<file path="config.mk">
export PLATFORM = sky130hd
export DESIGN_NAME = im2col_ctrl
export DESIGN_NICKNAME = d
export VERILOG_FILES = /design/src/hdl/im2col_pkg.sv /design/src/hdl/im2col_ctrl.sv
export VERILOG_INCLUDE_DIRS = /design/src /design/src/hdl
export SDC_FILE = /design/constraint.sdc
export NUM_CORES = 1
export LEC_CHECK = 0
export ABC_CLOCK_PERIOD_IN_PS = 4150
export BUFFER_PORTS_ARGS = -buffer_cell sky130_fd_sc_hd__buf_4
export CAP_MARGIN = 15
export CORE_MARGIN = 10
export CORE_UTILIZATION = 35
export CTS_BUF_LIST = sky130_fd_sc_hd__clkbuf_16
export CTS_CLUSTER_DIAMETER = 50
export CTS_CLUSTER_SIZE = 28
export DETAILED_ROUTE_END_ITERATION = 6
export PLACE_DENSITY_LB_ADDON = 0.15
export SLEW_MARGIN = 40
export SYNTH_ARGS = -nofsm -noshare
export SYNTH_HDL_FRONTEND = slang
export SYNTH_SLANG_ARGS = --single-unit
export TNS_END_PERCENT = 20
</file>
<file path="constraint.sdc">
create_clock -name clk -period 4.15 [get_ports clk]
set_input_delay 1.245 -clock clk [delete_from_list [all_inputs] [get_ports clk]]
set_output_delay 1.245 -clock clk [all_outputs]
set_load 0.05 [all_outputs]
</file>
<file path="src/hdl/image_to_column_2d_defines.svh">
// Assertion macros shared by the im2col RTL modules.
// Needs clk and rst_n in the module that uses them; no other dependencies.
`ifndef IMAGE_TO_COLUMN_2D_DEFINES_SVH
`define IMAGE_TO_COLUMN_2D_DEFINES_SVH

// Same-cycle implication, checked out of reset
`define IM2COL_ASSERT_IMP(lbl, ante, cons, msg) \
  lbl: assert property (@(posedge clk) disable iff (!rst_n) (ante) |-> (cons)) \
    else $error(msg);

// Next-cycle implication, checked out of reset
`define IM2COL_ASSERT_NXT(lbl, ante, cons, msg) \
  lbl: assert property (@(posedge clk) disable iff (!rst_n) (ante) |=> (cons)) \
    else $error(msg);

`endif

</file>
<file path="src/hdl/im2col_pkg.sv">
// Shared types and constants for the im2col block.
// No dependencies; imported by every module of the block.
package im2col_pkg;

  localparam logic KIND_LOAD = 1'b0;
  localparam logic KIND_EMIT = 1'b1;

  localparam int CFG_IDX_W  = 3;
  localparam int CFG_DATA_W = 16;

  localparam logic [CFG_IDX_W-1:0] CFG_CHANNEL_COUNT = 3'd0;
  localparam logic [CFG_IDX_W-1:0] CFG_IMAGE_HEIGHT  = 3'd1;
  localparam logic [CFG_IDX_W-1:0] CFG_IMAGE_WIDTH   = 3'd2;
  localparam logic [CFG_IDX_W-1:0] CFG_KERNEL_DIMS   = 3'd3;
  localparam logic [CFG_IDX_W-1:0] CFG_PAD_DIMS      = 3'd4;
  localparam logic [CFG_IDX_W-1:0] CFG_STRIDE_DIMS   = 3'd5;
  localparam logic [CFG_IDX_W-1:0] CFG_DILATION_DIMS = 3'd6;
  localparam logic [CFG_IDX_W-1:0] CFG_PAD_VALUE     = 3'd7;

  // Width of the unreduced linear source address: (6*127+126)*127+126 < 2**17
  localparam int SRC_AW = 17;

  // Output-size divider: numerator up to 156, divisor is a 4-bit stride
  localparam int DIV_NUM_W = 8;
  localparam int DIV_DEN_W = 4;

  localparam logic [6:0] OUT_DIM_MAX = 7'd127;

  typedef struct packed {
    logic        kind;
    logic [13:0] pixel_addr;
    logic [15:0] pixel_value;
  } in_item_t;

  typedef struct packed {
    logic [15:0] col_value;
    logic        is_pad;
    logic        last;
  } out_item_t;

  typedef struct packed {
    logic [2:0]  channel_count;
    logic [6:0]  image_height;
    logic [6:0]  image_width;
    logic [7:0]  kernel_dims;
    logic [7:0]  pad_dims;
    logic [7:0]  stride_dims;
    logic [7:0]  dilation_dims;
    logic [15:0] pad_value;
  } cfg_t;

  typedef struct packed {
    logic snap;
    logic div_start;
    logic dims_latch;
    logic clr_walk;
    logic mem_write;
    logic read_adv;
  } ctrl_cmd_t;

  typedef struct packed {
    logic div_done;
    logic dims_zero;
    logic last;
  } dp_sts_t;

endpackage

</file>
<file path="src/hdl/im2col_ctrl.sv">
// Controller: command decode, walk run state and per-element sequencing.
// Depends on im2col_pkg and the assertion macros header.
`include "image_to_column_2d_defines.svh"

module im2col_ctrl
  import im2col_pkg::*;
(
  input  logic      clk,
  input  logic      rst_n,
  input  logic      start,
  input  logic      kind,
  input  dp_sts_t   sts,
  output logic      busy,
  output ctrl_cmd_t cmd,
  output logic      out_valid
);

  typedef enum logic [10:0] {
    S_IDLE = 11'b000_0000_0001,
    S_NUM  = 11'b000_0000_0010,
    S_DIV  = 11'b000_0000_0100,
    S_DIMS = 11'b000_0000_1000,
    S_P1   = 11'b000_0001_0000,
    S_P2   = 11'b000_0010_0000,
    S_P3   = 11'b000_0100_0000,
    S_P4   = 11'b000_1000_0000,
    S_P5   = 11'b001_0000_0000,
    S_P6   = 11'b010_0000_0000,
    S_OUT  = 11'b100_0000_0000
  } state_t;

  typedef enum logic [2:0] {
    RUN_IDLE = 3'b001,
    RUN_BUSY = 3'b010,
    RUN_DONE = 3'b100
  } run_t;

  state_t state_r, state_nxt;
  run_t   run_r, run_nxt;
  logic   accept;

  assign busy      = !(state_r == S_IDLE || state_r == S_OUT);
  assign accept    = start && !busy;
  assign out_valid = (state_r == S_OUT);

  always_comb begin
    cmd       = '0;
    state_nxt = state_r;
    run_nxt   = run_r;
    unique case (state_r)
      S_IDLE: state_nxt = S_IDLE;
      S_NUM: begin
        cmd.div_start = 1'b1;
        state_nxt     = S_DIV;
      end
      S_DIV: begin
        if (sts.div_done) begin
          state_nxt = S_DIMS;
        end
      end
      S_DIMS: begin
        cmd.dims_latch = 1'b1;
        if (sts.dims_zero) begin
          run_nxt   = RUN_DONE;
          state_nxt = S_IDLE;
        end else begin
          run_nxt   = RUN_BUSY;
          state_nxt = S_P1;
        end
      end
      S_P1: state_nxt = S_P2;
      S_P2: state_nxt = S_P3;
      S_P3: state_nxt = S_P4;
      S_P4: state_nxt = S_P5;
      S_P5: state_nxt = S_P6;
      S_P6: begin
        cmd.read_adv = 1'b1;
        if (sts.last) begin
          run_nxt = RUN_DONE;
        end
        state_nxt = S_OUT;
      end
      S_OUT: state_nxt = S_IDLE;
      default: state_nxt = S_IDLE;
    endcase

    // Load resets the walk; emit starts, continues or skips a done walk
    if (accept) begin
      priority if (kind == KIND_LOAD) begin
        cmd.mem_write = 1'b1;
        cmd.clr_walk  = 1'b1;
        run_nxt       = RUN_IDLE;
        state_nxt     = S_IDLE;
      end else begin
        unique case (run_r)
          RUN_IDLE: begin
            cmd.snap  = 1'b1;
            state_nxt = S_NUM;
          end
          RUN_BUSY: state_nxt = S_P1;
          RUN_DONE: state_nxt = S_IDLE;
          default:  state_nxt = S_IDLE;
        endcase
      end
    end
  end

  always_ff @(posedge clk) begin
    if (!rst_n) begin
      state_r <= S_IDLE;
      run_r   <= RUN_IDLE;
    end else begin
      state_r <= state_nxt;
      run_r   <= run_nxt;
    end
  end

  `IM2COL_ASSERT_NXT(a_single_strobe, out_valid, !out_valid, "result strobe held for two cycles")
  `IM2COL_ASSERT_NXT(a_last_ends_walk, cmd.read_adv && sts.last, run_r == RUN_DONE, "walk not closed after its final element")
  `IM2COL_ASSERT_IMP(a_div_while_idle, state_r == S_DIV || state_r == S_NUM, run_r == RUN_IDLE, "size computation outside walk start")

endmodule

</file>
# [After elaboration in Yosys (flattened, before gate mapping)]
# Index checks and enable logic that the tools add are counted.
[word_totals] word_cells=38 reg_bits=14
[op_classes] reduce_logical=3 mux=19 n_eq_ne=14
[op_table] cell="$pmux W11 S9" n=1
[op_table] cell="$mux W11" n=2
[op_table] cell="$mux W3" n=4
[op_table] cell="$eq A11 B1 Y1 const B" n=1
[op_table] cell="$eq A11 B10 Y1 const B" n=1
[op_table] cell="$eq A11 B11 Y1 const B" n=1
[op_table] cell="$eq A11 B2 Y1 const B" n=1
[op_table] cell="$eq A11 B3 Y1 const B" n=1
[op_table] cell="$eq A11 B4 Y1 const B" n=1
[op_table] cell="$eq A11 B5 Y1 const B" n=1
[op_table] cell="$eq A11 B6 Y1 const B" n=1
[op_table] cell="$eq A11 B7 Y1 const B" n=1
[op_table] cell="$eq A11 B8 Y1 const B" n=1
[op_table] cell="$eq A11 B9 Y1 const B" n=1
[op_table] cell="$mux W5" n=2
[op_table] cell="$pmux W5 S2" n=1
[op_table] cell="$mux W1" n=6
[op_table] cell="$pmux W3 S2" n=1
[op_table] cell="$mux W2" n=2
[op_table] cell="$eq A3 B1 Y1 const B" n=1
[op_table] cell="$eq A3 B2 Y1 const B" n=1
[op_table] cell="$ne A3 B3 Y1 const B" n=1
[op_table] cell="$logic_and A1 B1 Y1" n=1
[op_table] cell="$logic_not A1 Y1" n=1
[op_table] cell="$logic_or A1 B1 Y1" n=1

# [Logic depth before layout (Yosys ltp)]
# Gate-level depths: netlist (run 1).
[depth] ltp_word=4 mapped_depth=6

# [Least setup slack after synthesis (run 1)]
# OpenSTA, ideal clock, no wires.
[synth_timing] kind="reg2out" from="reg state_r[4]" to="out cmd[2] (netlist bit)" slack_ps=531 path_buffers=1 stages_incl_launch_ff=6 t_arrival_ps=2374 required_time_ps=2905 cell_sequence="dfxtp_1 > or4_4 > nor4b_4 > nand3_1 > nor2_1 > buf_4"
[synth_rtl] item="start: declaration" line_no="im2col_ctrl.sv:38" text="state_t state_r, state_nxt;"
[synth_rtl] item="start signal: assignment" line_no="im2col_ctrl.sv:113" text="state_r <= state_nxt;"
[synth_rtl] item="end: declaration" line_no="im2col_ctrl.sv:14" text="output ctrl_cmd_t cmd,"

==> run_results.csv, run 1 <==
group,metric,value,unit
sta,period_needed,3.39,ns
yosys,synth-seq-cells,14,
layout,finish.instance_area,972,um2
sta,final_max_slew_viol_count,0,
layout,layout-drive-gt1-share,26.5,%
worst_setup_path,path_class,"reg -> out",
worst_setup_path,slowest_delay,0.58,ns
clock_tree,htree_num_levels,1,
yosys,syn_avg_cell_area,8.84,um2
sta,fin_crit_sh,81.8,%
place,placed_cells,126,
floorplan,dieArea,0.00447,mm2
global_routing,grt_pass1_vias,652,
worst_setup_path,ff2ff_setup_slack,2.21,ns
sta,relSlewSlack,59.7,%
floorplan,num_io_pins,15,
place,gp_congestion,0.788,
drt,drt_pre_antenna_iters,4,
clock_tree,clock-root-buffer,"clkbuf_16",
outcome,status,"complete, no violations",
clock_tree,cts_hold_buf,0,
global_routing,grt_overflow_total,0,
sta,worst_slew_pin_slew,0.598,ns
sta,finalHoldViolations,0,
place,place_area,897,um2
yosys,yosys_most_used_dff,"dfxtp_1",
floorplan,rows,16,
hold_path,hold_class,"reg -> reg",
sta,clock.fmax,295,MHz
clock_tree,path_clk_slew,0.05,ns
worst_setup_path,cp-end-kind,"primary output",
layout,areaGrowthSynthToFinish,26.3,%
clock_tree,cts_buffers,3,
global_routing,grt_pass1_wl,2.93,mm
global_routing,grt.total_usage,8.32,%
drt,wirelength,1.76,mm
sta,grt_setup_unrepaired,"no",
floorplan,core,0.00202,mm2
floorplan,start_util,38.1,%
worst_setup_path,path_max_fanout,8,
clock_tree,clock_sinks,14,
job,cap_violations,0,
place,portBuffers,14,
place,place_ws,0.815,ns
floorplan,fp.dieW,66.9,um
yosys,synth_fp_nets,94,
drt,ant_nets,0,
sta,fin_tns_setup,0,ns
drt,drcViolationCount,0,
global_routing,antenna_found_initial,0,
drt,via_per_inst,5.35,
clock_tree,cts_tree,"built",
layout,fill_cells,211,
worst_setup_path,start_kind,"flop",
yosys,synth_edf_count,0,
clock_tree,cts_buffer_depth,2,
sta,clock_skew,0.00246,ns
clock_tree,clock_latency,0.24,ns
clock_tree,cts_resized,0,
yosys,synth_area,769,um2
hold_path,min_to,"run_r[0]$_SDFF_PN1_",
sta,setup_ws,0.756,ns
hold_path,holdPathStages,1,
layout,fin_cells,129,
worst_setup_path,crit_family,"simple AND/OR/NAND/NOR gates",
worst_setup_path,crit_slowest_cell,"or4_4",
yosys,synth.distinct_cells,36,
drt,drt_iter0_drc,22,
layout,final_nets,111,
yosys,ys_seq_area_share,36.4,%
yosys,synth_cells,87,
yosys,synth_warnings,0,
yosys,synthArstFlopShare,0,%
pwr,total_power,0.000351,W
place,dp_hpwl,1.38,mm
worst_setup_path,r2r_cells,5,
worst_setup_path,cp.arrival,2.15,ns
worst_setup_path,cp_num_buf_inv,1,
pwr,p_leak,0.389,nW
pwr,peakVddDrop,0.000215,V
worst_setup_path,cp_data_required_time,2.90,ns
worst_setup_path,rr_endpoint,"state_r[4]$_SDFFE_PN0P_",
hold_path,min_from,"run_r[0]$_SDFF_PN1_",
layout,antenna_cells,0,
clock_tree,postCtsSetupBuffers,0,
pwr,p_per_area,361,mW/mm2
floorplan,die_h,66.9,um
worst_setup_path,rr_startpoint,"state_r[4]$_SDFFE_PN0P_",
sta,setup_viol,0,
global_routing,grt_start_max_net_pins,10,
drt,vias,690,
worst_setup_path,cp_cell_sequence,"or4_4 > nor4b_4 > nand4_2 > nor3b_2 > buf_4",
drt,detail_route.wl_per_cell,13.6,um
==> registers in the layout, indices dropped and copies added, names as in the netlist <==
signal   flops
state_r     11
run_r        3
==> where the power goes <==
group | leakage, nW | internal (W) | total, W | switching [W]
registers | 0.113 | 0.000136 | 0.000137 | 0.00000154
clock network | 0.0370 | 0.000126 | 0.000180 | 0.0000541
logic | 0.239 | 0.0000125 | 0.0000333 | 0.0000208
total | 0.389 | 0.000274 | 0.000351 | 0.0000764
==> worst register-to-register path: cells and delay by family, from the launching register on <==
| kind | cells | cell delay (ns) |
|---|---|---|
| and+or+nand+nor | 4 | 1.33 |
| DFF | 1 | 0.37 |
| AOI/OAI and AO/OA | 1 | 0.19 |
==> layout by cell type (no fill, tap or decap), types with 2 or more instances in the layout <==
cell type,count
dfxtp_1,14
nand3_1,4
o21ai_0,3
nand2b_1,4
nor4_1,6
xor2_1,2
nor2b_1,4
nor3b_2,2
and2_1,2
nor2_1,9
a21oi_1,4
and4b_1,2
a31oi_1,2
clkbuf_16,3
nand2_1,4
or2_2,3
buf_4,14
nor3_1,2
==> cell type report <==
| type | count | area (um2) | share of cell area, % |
|---|---|---|---|
| well taps | 27 | 33.8 | 3.47 |
| multi-input cells | 70 | 474 | 48.8 |
| repair buffers | 14 | 105 | 10.8 |
| flip-flops and latches | 14 | 280 | 28.8 |
| inverters | 1 | 3.75 | 0.386 |
| clock buffers | 3 | 75.1 | 7.72 |
==> synthesized netlist by cell type, drive strengths merged, types with 2 or more instances <==
library cell | number | area [um2]
and2 | 2 | 12.5
nand2 | 4 | 15.0
xor2 | 2 | 17.5
nor2b | 4 | 25.0
a31oi | 2 | 12.5
dfxtp | 14 | 280
nand3 | 4 | 20.0
o21ai | 4 | 20.0
nor3 | 2 | 10.0
nor4b | 2 | 32.5
a21oi | 4 | 20.0
or2 | 3 | 18.8
nor2 | 9 | 33.8
nor4 | 6 | 37.5
and4b | 2 | 20.0
nor3b | 2 | 25.0
nand2b | 4 | 25.0
==> cells by family (layout without fill, tap and decap cells) <==
kind of cell / count (synthesis) / after routing / synth area share, %
flip-flops: 14 / 14 / 36.4
buffers and inverters: 3 / 18 / 1.95
XOR/XNOR: 3 / 3 / 3.42
multiplexers: 1 / 1 / 1.30
AND/OR/NAND/NOR: 50 / 50 / 43.1
AO/OA/AOI/OAI: 16 / 16 / 13.8
==> per-stage QoR <==
step | hold slack (ns) | utilization (%)
CTS | 0.549 | 48.1
global route | 0.567 | 48.1
finish | 0.544 | 48.1
floorplan | 0.502 | -
global placement | 0.526 | 44.4
detailed placement | 0.538 | 44.4
==> layer usage <==
| layer | wire length [um] | vias up | global-route usage [%] |
|---|---|---|---|
| li1 | - | 355 | - |
| met1 | 858 | 316 | 10.8 |
| met3 | 67 | 5 | 3.34 |
| met2 | 798 | 14 | 11.5 |
| met5 | 0 | - | 0 |
| met4 | 32 | 0 | 3.85 |
==> worst max path at each step <==
stage	startpoint	endpoint	slack [ns]	cells after the start
after detailed placement	kind	cmd[5]	0.81	5
after floorplan	state_r[4]$_SDFFE_PN0P_	cmd[2]	0.53	5
after global placement	kind	cmd[5]	0.83	5
final	state_r[4]$_SDFFE_PN0P_	cmd[5]	0.76	5
after global routing	state_r[4]$_SDFFE_PN0P_	cmd[5]	0.65	5
after CTS	state_r[4]$_SDFFE_PN0P_	cmd[5]	0.74	5
No activity file was read; power rests on OpenSTA's default activity.
==> run 2: changes to the inputs <==
ABC_CLOCK_PERIOD_IN_PS = 2800   (was 4150)
clock period = 2.8 ns   (was 4.15 ns; I/O delays follow)
==> run_results.csv, run 2 (same netlist as run 1, synthesis figures left out) <==
group,metric,value,unit
global_routing,grt_overflow_total,0,
worst_setup_path,crit_slowest_cell,"or4_4",
place,placed_cells,133,
worst_setup_path,cp_num_buf_inv,1,
layout,final_nets,119,
layout,final_cell_mix,"buf_4 (21), dfxtp_1 (12), nor2_1 (8)",
place,portBuffers,14,
layout,final_common_cell,"buf_4",
clock_tree,clock_latency,0.24,ns
layout,largest_reg_flops,11,
clock_tree,cts_hold_buf,0,
place,dp_hpwl,1.51,mm
worst_setup_path,cp-end-kind,"primary output",
clock_tree,htree_num_levels,1,
pwr,p_per_area,500,mW/mm2
clock_tree,cts_buffer_depth,2,
layout,layout-drive-gt1-share,34.5,%
clock_tree,cts_buffers,3,
worst_setup_path,crit_family,"simple AND/OR/NAND/NOR gates",
sta,grt_setup_unrepaired,"yes",
hold_path,min_from,"run_r[0]$_SDFF_PN1_",
sta,relSlewSlack,80.2,%
outcome,violations,"negative setup slack",
clock_tree,clock-root-buffer,"clkbuf_16",
sta,period_needed,2.84,ns
global_routing,grt_pass1_wl,3.24,mm
worst_setup_path,ff2ff_setup_slack,0.86,ns
global_routing,grt_start_max_net_pins,10,
layout,areaGrowthSynthToFinish,35.9,%
layout,reg_top3,"state_r x11, run_r x3",
sta,clock_skew,0.00329,ns
sta,setup_viol,3,
drt,vias,731,
sta,clock.fmax,352,MHz
outcome,status,"finished with violations",
hold_path,hold_class,"reg -> reg",
pwr,p_leak,0.432,nW
place,place_area,957,um2
job,cap_violations,0,
drt,drcViolationCount,0,
drt,drt_pre_antenna_iters,4,
global_routing,grt.total_usage,9.19,%
layout,antenna_cells,0,
worst_setup_path,r2r_cells,6,
worst_setup_path,slowest_delay,0.56,ns
worst_setup_path,cp.depth,5,
pwr,peakVddDrop,0.000382,V
hold_path,holdPathStages,1,
layout,regMostFlops,"state_r",
layout,fill_cells,198,
floorplan,start_util,38.1,%
clock_tree,clock_sinks,14,
worst_setup_path,crit_path_start,"state_r[4]$_SDFFE_PN0P_",
drt,via_per_inst,5.34,
sta,finalHoldViolations,0,
floorplan,dieArea,0.00447,mm2
layout,fin_cells,137,
drt,ant_nets,0,
sta,setup_ws,-0.0432,ns
floorplan,rows,16,
global_routing,antenna_found_initial,0,
layout,finish.instance_area,0.00105,mm2
worst_setup_path,cp_data_required_time,1.96,ns
clock_tree,cts_tree,"built",
sta,worst_slew_pin_slew,0.296,ns
sta,fin_crit_sh,102,%
drt,drt_iter0_drc,19,
drt,wirelength,1.94,mm
floorplan,core,0.00202,mm2
worst_setup_path,rr_endpoint,"state_r[4]$_SDFFE_PN0P_",
worst_setup_path,start_kind,"flop",
floorplan,die_h,66.9,um
worst_setup_path,cp.arrival,2.00,ns
place,gp_congestion,0.782,
drt,detail_route.wl_per_cell,14.2,um
worst_setup_path,cp_cell_sequence,"or4_4 > nor4b_4 > nand4_2 > nor3b_2 > buf_6",
sta,fin_tns_setup,-0.0859,ns
clock_tree,path_clk_slew,0.05,ns
worst_setup_path,path_max_fanout,4,
worst_setup_path,path_class,"reg -> out",
worst_setup_path,rr_startpoint,"state_r[4]$_SDFFE_PN0P_",
sta,final_max_slew_viol_count,0,
floorplan,num_io_pins,15,
floorplan,fp.dieW,66.9,um
worst_setup_path,crit_end,"cmd[5]",
global_routing,grt_pass1_vias,710,
-- run 2: worst min-delay path by stage --
stage,end
floorplan,run_r[0]$_SDFF_PN1_
finish,run_r[0]$_SDFF_PN1_
detailed placement,run_r[0]$_SDFF_PN1_
global placement,run_r[0]$_SDFF_PN1_
CTS,state_r[7]$_SDFFE_PN0P_
global route,state_r[8]$_SDFFE_PN0P_
-- run 2: report_power, final --
part	switching, W	internal [W]	total, W
clock	0.0000769	0.000186	0.000263
combinational	0.0000339	0.0000230	0.0000568
sequential	0.00000137	0.000201	0.000203
total	0.000112	0.000411	0.000523
-- run 2: timing repair --
| action | CTS | global route |
|---|---|---|
| cloned | 0 | 0 |
| setup endpoints to repair | 3 | 3 |
| resized for setup | 2 | 1 |
| pin swaps | 1 | 0 |
| buffers inserted | 1 | 0 |
-- run 2: final cells by class --
class                      count  area (um2)  share of cell area (%)
multi-input combinational     70         482                    46.1
sequential                    14         283                    27.0
timing repair buffer          22         169                    16.1
clock buffer                   3        75.1                    7.18
tap                           27        33.8                    3.23
inverter                       1        3.75                   0.359
-- run 2: metal layers --
metal  part of all wire (%)  global-route usage [%]  up-vias
li1                       -                       -      371
met1                     46                    11.3      337
met2                     48                    14.6       19
met3                    4.5                    2.51        4
met4                    1.3                    3.85        0
met5                      0                       0        -
-- run 2: stage by stage --
step / setup WS, ns / power [W] / hold WS, ns / util, %
6_report: -0.0432 / 0.000523 / 0.543 / 51.7
5_1_grt: -0.155 / 0.000541 / 0.571 / 51.7
4_1_cts: -0.0401 / 0.000526 / 0.537 / 51.7
3_5_place_dp: 0.145 / 0.000261 / 0.536 / 47.3
3_3_place_gp: 0.185 / 0.000261 / 0.522 / 47.3
2_1_floorplan: -0.108 / 0.000240 / 0.502 / -
